`src/design/scc_pkg.sv`:
```
// Shared types, constants and mapping functions for the strip channel to
// local coordinate converter. No dependencies.
package scc_pkg;

    // Channel position format
    localparam int FRAC_BITS   = 8;
    localparam int POS_W       = 18;
    localparam int CH_W        = POS_W - FRAC_BITS + 1;
    localparam int FRAC_W      = FRAC_BITS + 1;

    // Geometry constants
    localparam int READ_STRIPS = 384;
    localparam int S_LAST      = 639;
    localparam int K_FIRST     = 640;
    localparam int K_LAST      = 1023;
    localparam int K5_GAP      = 191;
    localparam int K5_HALF     = 192;
    localparam int K7_GROUP_A  = 64;
    localparam int K7_GROUP_B  = 160;
    localparam int K7_GROUP_C  = 224;

    // Field widths
    localparam int PITCH_W     = 16;
    localparam int SPK_W       = 20;
    localparam int MULT_W      = 4;
    localparam int COORD_W     = 24;
    localparam int H_W         = 12;
    localparam int PROD_W      = H_W + PITCH_W;
    localparam int PS_W        = SPK_W + MULT_W;
    localparam int C1_W        = PROD_W + 1;
    localparam int FD_W        = FRAC_W + C1_W;
    localparam int ACC_W       = FD_W + 2;

    // Multiplicity limit: span is 3 << DEN_SHIFT
    localparam int MX_W        = 23;
    localparam int DEN_SHIFT   = FRAC_BITS + 7;
    localparam int MULT_MAX    = 15;

    // Configuration register indexes
    localparam int CFG_IDX_W   = 3;
    localparam logic [CFG_IDX_W-1:0] CFG_PITCH_S         = 3'd0;
    localparam logic [CFG_IDX_W-1:0] CFG_PITCH_K5        = 3'd1;
    localparam logic [CFG_IDX_W-1:0] CFG_IMPLANT_PITCH_K = 3'd2;
    localparam logic [CFG_IDX_W-1:0] CFG_SENSOR_PITCH_K  = 3'd3;

    typedef enum logic [1:0] {
        SIDE_S,
        SIDE_K5,
        SIDE_K7
    } side_t;

    // Decode stage to multiply stage
    typedef struct packed {
        logic                     ok;
        logic [MULT_W-1:0]        mult;
        logic signed [FRAC_W-1:0] frac;
        side_t                    side;
        logic [H_W-1:0]           h1;
        logic [H_W-1:0]           h2;
    } dec_t;

    // First product stage
    typedef struct packed {
        logic                     ok;
        logic [MULT_W-1:0]        mult;
        logic signed [FRAC_W-1:0] frac;
        logic [PROD_W-1:0]        p1;
        logic [PROD_W-1:0]        pd;
        logic [PS_W-1:0]          ps;
    } prod_t;

    // Second product stage
    typedef struct packed {
        logic                   ok;
        logic [MULT_W-1:0]      mult;
        logic [C1_W-1:0]        c1;
        logic signed [FD_W-1:0] fd;
    } acc_t;

    // K7 implant strip index for a readout strip within a sensor
    function automatic logic [9:0] implant_strip(input logic [9:0] rs);
        logic [9:0] odd2;
        logic [9:0] pair3;
        odd2  = {8'd0, rs[0], 1'b0};
        pair3 = 10'({1'b0, rs[9:1]} * 10'd3);
        if (rs < 10'(K7_GROUP_A))
            return odd2 + pair3;
        else if (rs < 10'(K7_GROUP_B))
            return 10'd96 + {rs - 10'(K7_GROUP_A)} * 10'd2;
        else if (rs < 10'(K7_GROUP_C))
            return 10'd48 + odd2 + pair3;
        else
            return 10'd0;
    endfunction

    // Channel coordinate over pitch, in half pitch units
    function automatic logic [H_W-1:0] chan_half(input logic [CH_W-1:0] c,
                                                 input side_t side);
        logic [CH_W-1:0] cc;
        logic [9:0]      ch;
        logic [9:0]      ch2;
        cc  = c + CH_W'(c != '0) + CH_W'(c == CH_W'(S_LAST));
        ch  = c[9:0] - 10'(K_FIRST);
        ch2 = (ch > 10'(K5_GAP)) ? ch - 10'(K5_HALF) : ch;
        case (side)
            SIDE_S:  return {cc, 1'b0};
            SIDE_K5: return H_W'({ch2, 1'b0}) + H_W'(ch2 == 10'(K5_GAP));
            SIDE_K7: return H_W'({implant_strip(ch), 1'b0});
            default: return '0;
        endcase
    endfunction

    // Channel range check for a side
    function automatic logic chan_ok(input logic signed [CH_W:0] v,
                                     input side_t side);
        if (side == SIDE_S)
            return (v >= 0) && (v <= (CH_W+1)'(S_LAST));
        else
            return (v >= (CH_W+1)'(K_FIRST)) && (v <= (CH_W+1)'(K_LAST));
    endfunction

endpackage

```
`src/design/scc_decode.sv`:
```
// Stage 1: multiplicity limit, channel rounding, side select, range checks
// and strip index lookup. Depends on scc_pkg.
module scc_decode (
    input  logic                        clk,
    input  logic                        rst_n,
    input  logic                        in_valid,
    input  logic [scc_pkg::POS_W-1:0]   channel_pos,
    input  logic [3:0]                  layer_id,
    input  logic [3:0]                  sensor_count,
    input  logic signed [4:0]           multiplicity,
    output logic                        out_valid,
    output scc_pkg::dec_t               out_dec
);
    import scc_pkg::*;

    logic                      valid_reg;
    dec_t                      dec_reg;
    dec_t                      dec_next;

    logic                      k7;
    logic                      above;
    logic signed [MX_W-1:0]    mx;
    logic [MX_W-1:0]           mx_u;
    logic [7:0]                t;
    logic [13:0]               q;
    logic [MULT_W-1:0]         mmax;
    logic [POS_W:0]            pos_rnd;
    logic [CH_W-1:0]           c;
    logic signed [CH_W:0]      n;
    side_t                     side;

    // Ladder maximum: ceil(num / span) - 1 = floor((num - 1) / span)
    always_comb
    begin
        k7    = (layer_id == 4'd1) || (layer_id == 4'd8);
        above = channel_pos > POS_W'(S_LAST * (2 ** FRAC_BITS));
        mx    = $signed(MX_W'(sensor_count) * MX_W'(READ_STRIPS * (2 ** FRAC_BITS)))
              + $signed(MX_W'(K_FIRST * (2 ** FRAC_BITS)))
              - $signed(MX_W'(channel_pos)) - $signed(MX_W'(1));
        mx_u  = mx;
        t     = 8'(mx_u >> DEN_SHIFT);
        q     = (14'(t) * 14'd43) >> 7;   // divide by three
        if (!above || mx < 0)
            mmax = '0;
        else if (q > 14'(MULT_MAX))
            mmax = MULT_W'(MULT_MAX);
        else
            mmax = q[MULT_W-1:0];
    end

    // Rounding, neighbor and side
    always_comb
    begin
        pos_rnd = {1'b0, channel_pos} + (POS_W+1)'(2 ** (FRAC_BITS - 1));
        c       = pos_rnd[POS_W:FRAC_BITS];
        n       = $signed({1'b0, c}) + (channel_pos[FRAC_BITS-1] ?
                  -$signed((CH_W+1)'(1)) : $signed((CH_W+1)'(1)));
        if (channel_pos < POS_W'(K_FIRST * (2 ** FRAC_BITS)))
            side = SIDE_S;
        else if (k7)
            side = SIDE_K7;
        else
            side = SIDE_K5;

        dec_next.side = side;
        dec_next.ok   = chan_ok($signed({1'b0, c}), side) && chan_ok(n, side);
        dec_next.frac = $signed({channel_pos[FRAC_BITS-1],
                                 channel_pos[FRAC_BITS-1:0]});
        dec_next.h1   = chan_half(c, side);
        dec_next.h2   = chan_half(n[CH_W-1:0], side);
        if (multiplicity < 0 || {1'b0, multiplicity[MULT_W-1:0]} > {1'b0, mmax})
            dec_next.mult = mmax;
        else
            dec_next.mult = multiplicity[MULT_W-1:0];
    end

    always_ff @(posedge clk or negedge rst_n)
    begin
        if (!rst_n)
            valid_reg <= 1'b0;
        else
            valid_reg <= in_valid;
    end

    always_ff @(posedge clk)
    begin
        dec_reg <= dec_next;
    end

    assign out_valid = valid_reg;
    assign out_dec   = dec_reg;

endmodule

```
`src/design/scc_mult.sv`:
```
// Stages 2 and 3: pitch products, sensor offset and interpolation product.
// Depends on scc_pkg.
module scc_mult (
    input  logic                       clk,
    input  logic                       rst_n,
    input  logic                       in_valid,
    input  scc_pkg::dec_t              in_dec,
    input  logic [scc_pkg::PITCH_W-1:0] pitch_s,
    input  logic [scc_pkg::PITCH_W-1:0] pitch_k5,
    input  logic [scc_pkg::PITCH_W-1:0] implant_pitch_k,
    input  logic [scc_pkg::SPK_W-1:0]   sensor_pitch_k,
    output logic                       out_valid,
    output scc_pkg::acc_t              out_acc
);
    import scc_pkg::*;

    logic               v2_reg;
    logic               v3_reg;
    prod_t              prod_reg;
    prod_t              prod_next;
    acc_t               acc_reg;
    acc_t               acc_next;
    logic [PITCH_W-1:0] pitch;
    logic [H_W-1:0]     dh;

    // Stage 2: pitch select and the three products
    always_comb
    begin
        case (in_dec.side)
            SIDE_S:  pitch = pitch_s;
            SIDE_K5: pitch = pitch_k5;
            SIDE_K7: pitch = implant_pitch_k;
            default: pitch = pitch_s;
        endcase
        dh = (in_dec.h1 >= in_dec.h2) ? in_dec.h1 - in_dec.h2 : in_dec.h2 - in_dec.h1;
        prod_next.ok   = in_dec.ok;
        prod_next.mult = in_dec.mult;
        prod_next.frac = in_dec.frac;
        prod_next.p1   = PROD_W'(in_dec.h1) * PROD_W'(pitch);
        prod_next.pd   = PROD_W'(dh) * PROD_W'(pitch);
        prod_next.ps   = (in_dec.side == SIDE_S) ? '0
                       : PS_W'(sensor_pitch_k) * PS_W'(in_dec.mult);
    end

    // Stage 3: channel coordinate and fraction times neighbor distance
    always_comb
    begin
        acc_next.ok   = prod_reg.ok;
        acc_next.mult = prod_reg.mult;
        acc_next.c1   = (C1_W'(prod_reg.ps) << 1) + C1_W'(prod_reg.p1);
        // full width signed product, both operands extended to FD_W
        acc_next.fd   = $signed({{(FD_W-FRAC_W){prod_reg.frac[FRAC_W-1]}}, prod_reg.frac})
                      * $signed({{(FD_W-PROD_W){1'b0}}, prod_reg.pd});
    end

    always_ff @(posedge clk or negedge rst_n)
    begin
        if (!rst_n)
        begin
            v2_reg <= 1'b0;
            v3_reg <= 1'b0;
        end
        else
        begin
            v2_reg <= in_valid;
            v3_reg <= v2_reg;
        end
    end

    always_ff @(posedge clk)
    begin
        prod_reg <= prod_next;
        acc_reg  <= acc_next;
    end

    assign out_valid = v3_reg;
    assign out_acc   = acc_reg;

endmodule

```
`src/design/scc_round.sv`:
```
// Stage 4: interpolation sum, rounding to 0.1 um, saturation and the
// output registers. Depends on scc_pkg.
module scc_round (
    input  logic                         clk,
    input  logic                         rst_n,
    input  logic                         in_valid,
    input  scc_pkg::acc_t                in_acc,
    output logic                         done,
    output logic [scc_pkg::COORD_W-1:0]  local_coord,
    output logic                         invalid,
    output logic [scc_pkg::MULT_W-1:0]   used_multiplicity
);
    import scc_pkg::*;

    logic                      done_reg;
    logic [COORD_W-1:0]        coord_reg;
    logic [COORD_W-1:0]        coord_next;
    logic                      invalid_reg;
    logic [MULT_W-1:0]         mult_reg;
    logic signed [ACC_W-1:0]   acc;
    logic signed [ACC_W-1:0]   res;

    // Round half up at FRAC_BITS+1 and clamp
    always_comb
    begin
        acc = $signed(ACC_W'(in_acc.c1) << FRAC_BITS)
            + $signed({{(ACC_W-FD_W){in_acc.fd[FD_W-1]}}, in_acc.fd});
        res = (acc + $signed(ACC_W'(2 ** FRAC_BITS))) >>> (FRAC_BITS + 1);
        if (!in_acc.ok || res < 0)
            coord_next = '0;
        else if (res > $signed(ACC_W'({COORD_W{1'b1}})))
            coord_next = '1;
        else
            coord_next = res[COORD_W-1:0];
    end

    always_ff @(posedge clk or negedge rst_n)
    begin
        if (!rst_n)
            done_reg <= 1'b0;
        else
            done_reg <= in_valid;
    end

    always_ff @(posedge clk)
    begin
        coord_reg   <= coord_next;
        invalid_reg <= !in_acc.ok;
        mult_reg    <= in_acc.mult;
    end

    assign done              = done_reg;
    assign local_coord       = coord_reg;
    assign invalid           = invalid_reg;
    assign used_multiplicity = mult_reg;

endmodule

```
`src/design/strip_channel_to_local_coord_top.sv`:
```
// Top level of the strip channel to local coordinate converter: register
// file, pipeline stages and checks. Depends on scc_pkg, scc_decode,
// scc_mult and scc_round.

// A new channel is taken on every clock where start is high; busy is always
// low. Each transaction produces one result, shown for one cycle with done
// high, after the four-stage pipeline (decode, pitch products, interpolation
// product, rounding). The receiver cannot stall. Register writes are always
// accepted (cfg_ready is always high) and must only be issued while no
// transaction is in flight.
module strip_channel_to_local_coord_top (
    input  logic                           clk,
    input  logic                           rst_n,
    input  logic                           start,
    output logic                           busy,
    input  logic [scc_pkg::POS_W-1:0]      channel_pos,
    input  logic [3:0]                     layer_id,
    input  logic [3:0]                     sensor_count,
    input  logic signed [4:0]              multiplicity,
    output logic                           done,
    output logic [scc_pkg::COORD_W-1:0]    local_coord,
    output logic                           invalid,
    output logic [scc_pkg::MULT_W-1:0]     used_multiplicity,
    input  logic                           cfg_valid,
    output logic                           cfg_ready,
    input  logic [scc_pkg::CFG_IDX_W-1:0]  cfg_index,
    input  logic [scc_pkg::SPK_W-1:0]      cfg_data
);
    import scc_pkg::*;

    logic [PITCH_W-1:0] pitch_s_reg;
    logic [PITCH_W-1:0] pitch_k5_reg;
    logic [PITCH_W-1:0] implant_pitch_k_reg;
    logic [SPK_W-1:0]   sensor_pitch_k_reg;
    logic               dec_valid;
    dec_t               dec;
    logic               acc_valid;
    acc_t               acc;

    assign busy      = 1'b0;
    assign cfg_ready = 1'b1;

    // Configuration registers
    always_ff @(posedge clk or negedge rst_n)
    begin
        if (!rst_n)
        begin
            pitch_s_reg         <= 16'd1100;
            pitch_k5_reg        <= 16'd2080;
            implant_pitch_k_reg <= 16'd1040;
            sensor_pitch_k_reg  <= 20'd414000;
        end
        else if (cfg_valid && cfg_ready)
        begin
            case (cfg_index)
                CFG_PITCH_S:         pitch_s_reg         <= cfg_data[PITCH_W-1:0];
                CFG_PITCH_K5:        pitch_k5_reg        <= cfg_data[PITCH_W-1:0];
                CFG_IMPLANT_PITCH_K: implant_pitch_k_reg <= cfg_data[PITCH_W-1:0];
                CFG_SENSOR_PITCH_K:  sensor_pitch_k_reg  <= cfg_data;
                default:             ;
            endcase
        end
    end

    scc_decode u_decode (
        .clk          (clk),
        .rst_n        (rst_n),
        .in_valid     (start && !busy),
        .channel_pos  (channel_pos),
        .layer_id     (layer_id),
        .sensor_count (sensor_count),
        .multiplicity (multiplicity),
        .out_valid    (dec_valid),
        .out_dec      (dec)
    );

    scc_mult u_mult (
        .clk             (clk),
        .rst_n           (rst_n),
        .in_valid        (dec_valid),
        .in_dec          (dec),
        .pitch_s         (pitch_s_reg),
        .pitch_k5        (pitch_k5_reg),
        .implant_pitch_k (implant_pitch_k_reg),
        .sensor_pitch_k  (sensor_pitch_k_reg),
        .out_valid       (acc_valid),
        .out_acc         (acc)
    );

    scc_round u_round (
        .clk               (clk),
        .rst_n             (rst_n),
        .in_valid          (acc_valid),
        .in_acc            (acc),
        .done              (done),
        .local_coord       (local_coord),
        .invalid           (invalid),
        .used_multiplicity (used_multiplicity)
    );

    // Every result strobe follows an accepted transaction
    a_done_latency: assert property (@(posedge clk) disable iff (!rst_n)
        done |-> $past(start, 4))
        else $error("result without matching transaction");

    // Every accepted transaction yields a result
    a_start_done: assert property (@(posedge clk) disable iff (!rst_n)
        start |-> ##4 done)
        else $error("transaction lost in pipeline");

    // An invalid result carries a zero coordinate
    a_invalid_zero: assert property (@(posedge clk) disable iff (!rst_n)
        (done && invalid) |-> (local_coord == '0))
        else $error("invalid result with nonzero coordinate");

endmodule

```
`config.mk`:
```
export PLATFORM = sky130hd
export DESIGN_NAME = strip_channel_to_local_coord_top
export DESIGN_NICKNAME = d
export VERILOG_FILES = /design/src/design/scc_pkg.sv /design/src/design/scc_decode.sv /design/src/design/scc_mult.sv /design/src/design/scc_round.sv /design/src/design/strip_channel_to_local_coord_top.sv
export SDC_FILE = /design/constraint.sdc
export NUM_CORES = 2
export LEC_CHECK = 0
export ABC_AREA = 1
export BUFFER_PORTS_ARGS = -buffer_cell sky130_fd_sc_hd__buf_2
export CAP_MARGIN = 30
export CORE_MARGIN = 2
export CORE_UTILIZATION = 30
export DETAILED_ROUTE_END_ITERATION = 10
export PLACE_DENSITY_LB_ADDON = 0.25
export SKIP_LAST_GASP = 1
export SYNTH_ARGS = -nofsm -noshare
export SYNTH_HDL_FRONTEND = slang
export SYNTH_SLANG_ARGS = --single-unit
```
`constraint.sdc`:
```
create_clock -name clk -period 6.3 [get_ports clk]
set_clock_uncertainty 0.15 [all_clocks]
set_input_delay 0.315 -clock clk [delete_from_list [all_inputs] [get_ports clk]]
set_output_delay 0.315 -clock clk [all_outputs]
set_load 0.01 [all_outputs]
```
==> summary.md <==
| Metric | Value |
|---|---|
| Mapped cell area | `39100 µm²` |
| Number of port buffers | `87` |
| CTS Root Cell | `clkbuf_16` |
| Commonest non-fill, non-tap cell in the layout | `nand2_1` |
| FF-to-FF End | `u_mult.prod_reg[48]` |
| Hold Crit Depth | `2` |
| Die area | `133000 µm²` |
| Num CTS Buffers | `38` |
| Synthesized area per cell | `7.76 µm²` |
| Max incr delay on CP | `0.55 ns` |
| Simple-Gate Fraction of Synth Area | `18.6%` |
| Met3 Wirelength | `3760 µm` |
| Final-report hold violation count | `0` |
| Worst skew pair latency | `0.59 ns` |
| Global route overflow | `0` |
| Global-route wire length before repair | `182000 µm` |
| Worst R2R Start | `u_decode.out_dec[0]` |
| Most used DFF post-synth | `dfxtp_1` |
| Final count of negative-setup-slack endpoints | `0` |
| Status | `completed` |
| Leading post-synthesis cells by cell area | `fa_1, ha_1, dfxtp_1` |
| Worst Hold Class | `in2reg` |
| Met2 wire len | `54400 µm` |
| Cell depth of the worst flop-to-flop path | `28` |
| Reg2reg setup slack | `0.07 ns` |
| Core box area | `129000 µm²` |
| Fraction of layout cells with a size suffix above 1 | `15.4%` |
| Xor-xnor portion of the synthesized cell area | `4.35%` |
| Hold Slack | `0.0437 ns` |
| RePlAce Congestion | `0.892` |
| Worst setup SP type | `register` |
| Htree depth | `2` |
| WL final | `113000 µm` |
| Most frequent cells in the layout | `nand2_1, inv_1, fa_1, ha_1, buf_4` |
| Hold endpoint | `u_decode.out_dec[33]` |
| Vias per std cell | `4.57` |
| Main combinational cell family by area after synthesis | `adder cells` |
| DRT antenna net count | `0` |
| Post-synth EDFFs | `0` |
| Largest net degree at the start of global routing | `73` |
| Syn nets | `6043` |
| Final Critical Period | `6.23 ns` |
| DRT Pass-1 Iters | `5` |
| DP Worst Slack | `-0.281 ns` |
| Post-Synth Adder-Cell Area | `39.6%` |
| Setup TNS | `0 ns` |
| Max Cap Viol | `0` |
| Finished Cell Area | `46500 µm²` |
| Cell row count | `132` |
| Die X-Extent | `365 µm` |
| Async set-reset flop share out of synthesis | `24.3%` |
| Final worst-path cycle share | `98.9%` |
| Top Layer Used | `met4` |
| Sequential share of the synthesized area | `16.1%` |
| Complex-gate fraction of the synthesized area | `9.58%` |
| Worst EP required | `6.62 ns` |
| IO Pins | `90` |
| Nets | `6420` |
| Max Buffers Root-to-Sink | `3` |
| Metal-1 WL | `52400 µm` |
| Max Freq | `161 MHz` |
| Initial DRC Count | `1884` |
| Yosys warnings | `0` |
| Worst Tran Pin Value | `0.925 ns` |
| Cell count after synthesis | `5040` |
| Slew Viols, Final | `0` |
| Critical Path End Type | `register` |
| Mux contribution to synthesized area | `0.141%` |
| Initial Utilization | `30.2%` |
| Clock Pin Slew Worst Setup and Hold Paths | `0.06 ns` |
| Area share of the largest cell type after synthesis | `25.0%` |
| Placed wire-length estimate | `95800 µm` |
| Fin worst setup slack | `0.0702 ns` |
| Total GRT Usage | `17.2%` |
| Flip-flop count of the largest register after layout | `88` |
| Synth-to-Final Area Change | `18.9%` |
| Initial antenna violation count | `2` |
| Via Count | `32900` |
| Hold path startpoint | `channel_pos[7]` |
| Detailed-route DRC error count | `0` |
| Vias in the first global route | `33900` |
| CTS tree | `built` |
| Yosys cell types | `64` |
| DP Area | `43900 µm²` |
| CP max FO | `7` |
| Worst Path Arrival | `6.55 ns` |
| CP Class | `reg2reg` |
| Post-synth top area cell | `fa_1` |
| Number of synthesized register bits | `296` |
| Critical-path top delay cell | `fa_1` |
| Die Height | `365 µm` |
| Sink Count | `296` |
| RSZ-0062 raised after global routing | `yes` |
| DR WL/cell | `15.7 µm` |
| Relative slew slack | `38.4%` |
per-stage QoR:
step           cells  util [%]
2_1_floorplan   5040         -
3_3_place_gp    7065      33.9
4_1_cts         7178      35.4
3_5_place_dp    7070      33.9
5_1_grt         7187      35.9
6_report        7189      35.9
synthesized netlist by cell type (5+ instances only):
cell       number
inv_1        1028
o21bai_1       15
inv_2           9
nand2_4         6
nand4_1        32
o21a_1         14
or2_2          43
o2111ai_1       5
nor2_1        312
o21ai_1        11
nand3_1       149
xor2_1        121
clkinv_1        6
clkbuf_1      112
nand3_2         6
xnor2_1        60
a31oi_1        15
dfstp_2        15
nor3_1         40
a21oi_1       279
xor2_2          6
buf_2          10
nand2_2        23
dfrtp_1        57
fa_1          489
nand2_1      1118
o221ai_1       10
nor4_1          6
nor2_4          6
buf_1          13
dfxtp_1       224
a21boi_0        9
a21oi_2        23
ha_1          456
o211ai_1       20
a21o_1         14
o21ai_0       226
metal layers:
metal | up-vias | GRT usage (%)
li1 | 16300 | -
met1 | 15900 | 23.0
met2 | 527 | 29.8
met3 | 128 | 1.56
met4 | 0 | 3.97
met5 | - | 0
cells by family (layout without fill, tap and decap cells):
| group | after synthesis | after routing |
|---|---|---|
| mux | 5 | 5 |
| xor+xnor | 188 | 188 |
| compound gates | 664 | 664 |
| flops | 296 | 296 |
| fa+ha+maj | 945 | 945 |
| simple gates | 1754 | 1754 |
| other cells | 2 | 4 |
| buf+inv | 1186 | 1591 |
repair_timing:
item	4_1_cts	5_1_grt
pin swaps	23	63
endpoints found under the hold margin	136	0
hold buffers	34	0
buffers inserted	6	10
setup endpoints to repair	14	35
resized for setup	62	142
critical path: cells and delay by family, from the launching register on:
kind	cells	cell delay [ns]
adder cells (fa/ha/maj)	8	3.29
AO/OA/AOI/OAI	8	1.28
buffers and inverters	8	0.54
flip-flops	1	0.36
XOR/XNOR	2	0.33
multiplexers	1	0.11
AND/OR/NAND/NOR	1	0.05
worst max path at each step:
| stage | cells after the start | slack, ns | to | from |
|---|---|---|---|---|
| after floorplan | 32 | 0.01 | u_mult.prod_reg[48] | u_decode.out_dec[12] |
| after global placement | 39 | -0.25 | u_decode.out_dec[38] | sensor_count[0] |
| after detailed placement | 38 | -0.28 | u_decode.out_dec[37] | sensor_count[0] |
| after CTS | 27 | 0.002 | u_mult.prod_reg[48] | u_decode.out_dec[8] |
| after global routing | 28 | -0.22 | u_mult.prod_reg[49] | u_decode.out_dec[0] |
| final | 28 | 0.07 | u_mult.prod_reg[48] | u_decode.out_dec[0] |
area by class of cell:
cell class / instances / area (µm²)
repair buffers: 479 / 3650
inverters: 1044 / 3940
fillers: 13800 / 83000
well taps: 1742 / 2180
diodes: 2 / 5.00
flip-flops and latches: 296 / 6330
multi-input cells: 3558 / 29100
clock buffers: 48 / 1040
clock inverters: 20 / 248
Power is left out: the tool's default activity adds up to more than one toggle a clock period on the data nets, which glitch-free logic cannot reach.
